**src/rtl/qsmm_pkg.sv**
```systemverilog
// shared types and constants for the quadratic sequence merge
`timescale 1ns / 1ps
package qsmm_pkg;
   localparam int NUM_ENTRIES = 64;
   localparam int IDX_W = 6;
   localparam int VAL_W = 50;
   localparam int CNT_W = $clog2(NUM_ENTRIES + 1);

   localparam logic KIND_LOAD = 1'b0;
   localparam logic KIND_POP  = 1'b1;

   typedef struct packed {
      logic        kind;
      logic [5:0]  entry_index;
      logic [15:0] coef_square;
      logic [15:0] coef_linear;
      logic [15:0] coef_const;
   } req_type;

   typedef struct packed {
      logic [49:0] min_value;
      logic [5:0]  source_entry;
      logic        empty_res;
   } rsp_type;

   // one word handed from cell to cell along the chain
   typedef struct packed {
      logic             found;
      logic [VAL_W-1:0] value;
      logic [IDX_W-1:0] index;
   } best_type;

   // controls broadcast to every cell
   typedef struct packed {
      logic             load;
      logic [IDX_W-1:0] load_index;
      logic [15:0]      coef_square;
      logic [15:0]      coef_linear;
      logic [15:0]      coef_const;
      logic             advance;
      logic [IDX_W-1:0] advance_index;
   } cell_ctl_type;
endpackage

```
**src/rtl/qsmm_cell.sv**
```systemverilog
// one table entry: coefficients, argument, valid mark and a compare stage
`timescale 1ns / 1ps
module qsmm_cell (
   input  logic                  clock,
   input  logic                  reset,
   input  logic [qsmm_pkg::IDX_W-1:0] my_index,
   input  qsmm_pkg::cell_ctl_type ctl,
   input  qsmm_pkg::best_type    best_prev,
   output qsmm_pkg::best_type    best_next
);
   logic [15:0] a_ff, b_ff, c_ff, x_ff;
   logic        valid_ff;
   logic [31:0] ax_ff, ax_in;
   logic [49:0] val_ff;
   logic [49:0] val_in;
   qsmm_pkg::best_type best_ff, best_in;

   // value pipeline: a*x, then (a*x+b)*x+c (horner, two registered products)
   assign ax_in = 32'(a_ff) * 32'(x_ff);
   assign val_in = 50'(({18'd0, ax_ff} + {34'd0, b_ff}) * {34'd0, x_ff}) + 50'(c_ff);

   // compare against the running best handed in from the neighbor
   always_comb begin
      best_in = best_prev;
      if (valid_ff && (!best_prev.found || val_ff < best_prev.value)) begin
         best_in.found = 1'b1;
         best_in.value = val_ff;
         best_in.index = my_index;
      end
   end

   always_ff @(posedge clock) begin
      ax_ff   <= ax_in;
      val_ff  <= val_in;
      best_ff <= best_in;
      if (ctl.load && ctl.load_index == my_index) begin
         a_ff <= ctl.coef_square;
         b_ff <= ctl.coef_linear;
         c_ff <= ctl.coef_const;
         x_ff <= 16'd1;
      end else if (ctl.advance && ctl.advance_index == my_index) begin
         x_ff <= x_ff + 16'd1;
      end
      if (reset) begin
         valid_ff <= 1'b0;
      end else if (ctl.load && ctl.load_index == my_index) begin
         valid_ff <= 1'b1;
      end else if (ctl.advance && ctl.advance_index == my_index && x_ff == 16'hFFFF) begin
         valid_ff <= 1'b0;
      end
   end

   assign best_next = best_ff;
endmodule

```
**config.mk**
```make
export PLATFORM = sky130hd
export DESIGN_NAME = qsmm_cell
export DESIGN_NICKNAME = d
export VERILOG_FILES = /design/src/rtl/qsmm_pkg.sv /design/src/rtl/qsmm_cell.sv
export SDC_FILE = /design/constraint.sdc
export NUM_CORES = 2
export LEC_CHECK = 0
export BUFFER_PORTS_ARGS = -buffer_cell sky130_fd_sc_hd__buf_2
export CAP_MARGIN = 0
export CELL_PAD_IN_SITES_DETAIL_PLACEMENT = 0
export CELL_PAD_IN_SITES_GLOBAL_PLACEMENT = 1
export CORE_UTILIZATION = 40
export CTS_CLUSTER_SIZE = 16
export DETAILED_ROUTE_END_ITERATION = 8
export GPL_ROUTABILITY_DRIVEN = 0
export HOLD_SLACK_MARGIN = 0.03
export MAX_ROUTING_LAYER = met4
export PLACE_DENSITY_LB_ADDON = 0.1
export RECOVER_POWER = 25
export SLEW_MARGIN = 20
export SYNTH_ARGS = -nofsm -noshare
export SYNTH_HDL_FRONTEND = slang
export SYNTH_SLANG_ARGS = --single-unit
```
**constraint.sdc**
```tcl
create_clock -name clock -period 8.6 [get_ports clock]
set_clock_uncertainty 0.2 [all_clocks]
set_input_delay 1.29 -clock clock [delete_from_list [all_inputs] [get_ports clock]]
set_output_delay 1.29 -clock clock [all_outputs]
set_load 0.01 [all_outputs]
```
==> impl_metrics.csv <==
group,metric,value,unit
outcome,status,"finished, violations left",
outcome,violations,"max-capacitance violations, max-slew violations",
synthesis,muxShareOfSynthArea,0.01956,
route,final_antenna_net_count,0,
synthesis,synth_top_family_by_area,"adder cells",
clock_network,cts_hold_buf,0,
worst_setup_path,crit_start,"b_ff[0]$_DFFE_PP_",
global_routing,grt_pass1_vias,26600,
timing,min_period_over_period,0.9721,
cells_and_area,layout_common_cells,"784 x inv_1, 631 x fa_1, 532 x nand2_1, 300 x ha_1, 285 x and2_1",
route,routedWlPerCell,18.61,µm
clock_network,h-tree-depth,1,
clock_network,root_buffer,"clkbuf_16",
worst_setup_path,reg2regPathDepth,34,
clock_network,clock_sinks,204,
route,drt_iter0_drc,904,
synthesis,syn_nets,4725,
route,first_pass_iters,5,
timing,slew_headroom,-0.2755,
timing,hold_violations,0,
worst_setup_path,timing.rr.end,"val_ff[42]$_DFF_P_",
synthesis,synth_fa_ha_area_frac,0.4981,
flow_run,cap_violations,1,
route,wl_met1,41.89,mm
pwr,p_leak,19.26,nW
synthesis,syn_area,0.03377,mm²
worst_setup_path,worst_setup_path_end_kind,"register",
clock_network,cts_tree,"done",
synthesis,synth_compound_area_frac,0.05980,
floorplan,core_area,0.08356,mm²
global_routing,grt_max_degree,66,
global_routing,grt_use_total,0.2298,
route,drc,0,
synthesis,synthArstFlopShare,0,
worst_setup_path,rr_startpoint,"b_ff[0]$_DFFE_PP_",
worst_setup_path,path_max_fanout,4,
worst_setup_path,crit_path_frequent_cell,"fa_1",
cells_and_area,drive_gt1_frac,0.1504,
route,via_count,24220,
worst_setup_path,worst_ep_required_time,8910,ps
synthesis,postSynthCellCount,3640,
timing,rsz0062_at_grt,"true",
timing,fmax,119.6,MHz
pwr,power_density,209.3,mW/mm²
worst_setup_path,cp_slowest_stage_delay,590,ps
worst_hold_path,hold_path.startpoint,"val_ff[49]$_DFF_P_",
cells_and_area,finalNetCount,4947,
floorplan,io_pins,184,
floorplan,fp.dieArea,0.08560,mm²
worst_setup_path,worst_path_max_delay_cell,"fa_1",
floorplan,die_w,292.6,µm
clock_network,insertion_delay,640,ps
floorplan,start_util,0.4042,
synthesis,synth_top_area_frac,0.3817,
pwr,finalPower,0.008064,W
synthesis,ys_ff_latch,204,
synthesis,synth_enable_flop_cells,48,
synthesis,synthXorXnorAreaFrac,0.03164,
global_routing,antenna_found_initial,1,
worst_setup_path,startpoint_type,"register",
clock_network,cts_buffers,28,
worst_setup_path,endpoint,"val_ff[42]$_DFF_P_",
timing,tightest_slew,1911,ps
worst_hold_path,hold_path_class,"register to register",
route,wl_met3,3.231,mm
synthesis,syn_avg_cell_area,9.278,µm²
clock_network,path_clk_slew,70,ps
global_routing,grt_overflow,0,
synthesis,ys_top_cells_by_area,"fa_1 38%, ha_1 12%, dfxtp_1 9.2%",
synthesis,yosys_warnings,0,
global_routing,grt_pass1_wl,148.5,mm
timing,finalMaxSlewViolations,40,
pwr,ir_drop,156.9,µV
route,routed.top_layer,"met4",
floorplan,rows,106,
route,wirelength,92.36,mm
worst_setup_path,crit_type,"register to register",
cells_and_area,syn2layout_area_growth,14.06,%
timing,finalSetupViolations,0,
clock_network,clockBufferDepth,3,
cells_and_area,diodes,0,
synthesis,ys_seq_area_frac,0.1352,
timing,fin_setup_tns,0,ps
floorplan,fp.dieH,292.6,µm
placement,hpwl,72.92,mm
route,vias_per_cell,4.881,
worst_setup_path,arrival,8670,ps
synthesis,synthSimpleGateAreaFrac,0.1485,
worst_setup_path,reg2reg_setup_slack,240,ps
cells_and_area,final_common_cell,"inv_1",
timing,min_period,8360,ps
synthesis,synth_cell_types,69,
placement,port-buffer-count,183,
route,route.met2.wl,45.54,mm
synthesis,synth_top_area_cell,"fa_1",
cells_and_area,utilization,0.4610,
synthesis,ys.flop_type,"dfxtp_1",
## cell usage after synthesis (all sizes together), types with 60 or more instances
cell type and number:
and2 296, dfxtp 156, clkbuf 143, a21o 64, nand2 539, fa 644, xor2 60, a21oi 90
inv 792, xnor2 62, ha 314
## layer usage
metal  up-vias  track usage
met5         -            -
met4         0      0.04150
met3        77      0.01867
met2       395       0.3955
met1     12310       0.2983
li1      11440            -
## registers in the layout (all words and copies together), names as in the netlist
signal and flops:
a_ff 16, b_ff 16, valid_ff 1, ax_ff 32, x_ff 16, best_next 57, c_ff 16, val_ff 50
## what timing repair did
action	in CTS	in global routing
cloned	0	1
resized for setup	26	152
endpoints found under the setup margin	19	20
pin swaps	8	113
buffers inserted	3	35
endpoints found under the hold margin	0	0
## final cells by class
cell class | instances | area (µm²)
Fill cell | 8196 | 45030
Multi-Input combinational cell | 2483 | 26320
Sequential cell | 204 | 4588
Inverter | 792 | 2973
Timing Repair Buffer | 353 | 2370
Tap cell | 1080 | 1351
Clock buffer | 39 | 813.3
Clock inverter | 12 | 105.1
## worst min path at each step
stage	to	slack (ps)	cells after the start
after global routing	best_next[43]$_DFF_P_	300	1
after floorplan	best_next[6]$_DFF_P_	250	1
after detailed placement	best_next[6]$_DFF_P_	270	1
after CTS	best_next[55]$_DFF_P_	260	1
after global placement	best_next[6]$_DFF_P_	260	1
final	best_next[55]$_DFF_P_	270	1
## power breakdown
group	internal, W	switching (W)
sequential	0.00118	0.000178
combinational	0.00237	0.00317
clock	0.000665	0.000500
## critical path: cells and delay by family (launching register included)
family          cells  cell delay, ps
buf+inv             7             650
mux                 1             180
fa+ha+maj           9            3760
flops               1             370
compound gates     11            2250
xor+xnor            1             150
simple gates        5             670
## cells by family after synthesis
| family | Yosys count |
|---|---|
| buffers and inverters | 954 |
| DFF | 204 |
| and+or+nand+nor | 1036 |
| muxes | 59 |
| AOI/OAI and AO/OA | 307 |
| xor gates and xnor gates | 122 |
| adders and majority gates | 958 |
## metrics by stage
step	cell area, µm²	hold slack, ps	cells	worst slack [ps]
final	38520	269.1	4963	240.3
after global routing	38520	297.6	4963	-44.64
after CTS	37590	259.6	4929	7.602
after detailed placement	36520	272.2	4875	-409.3
after global placement	36520	262.3	4875	-372.3
after floorplan	33770	247.4	3640	628.2
Power figures use the tool's default switching activity.
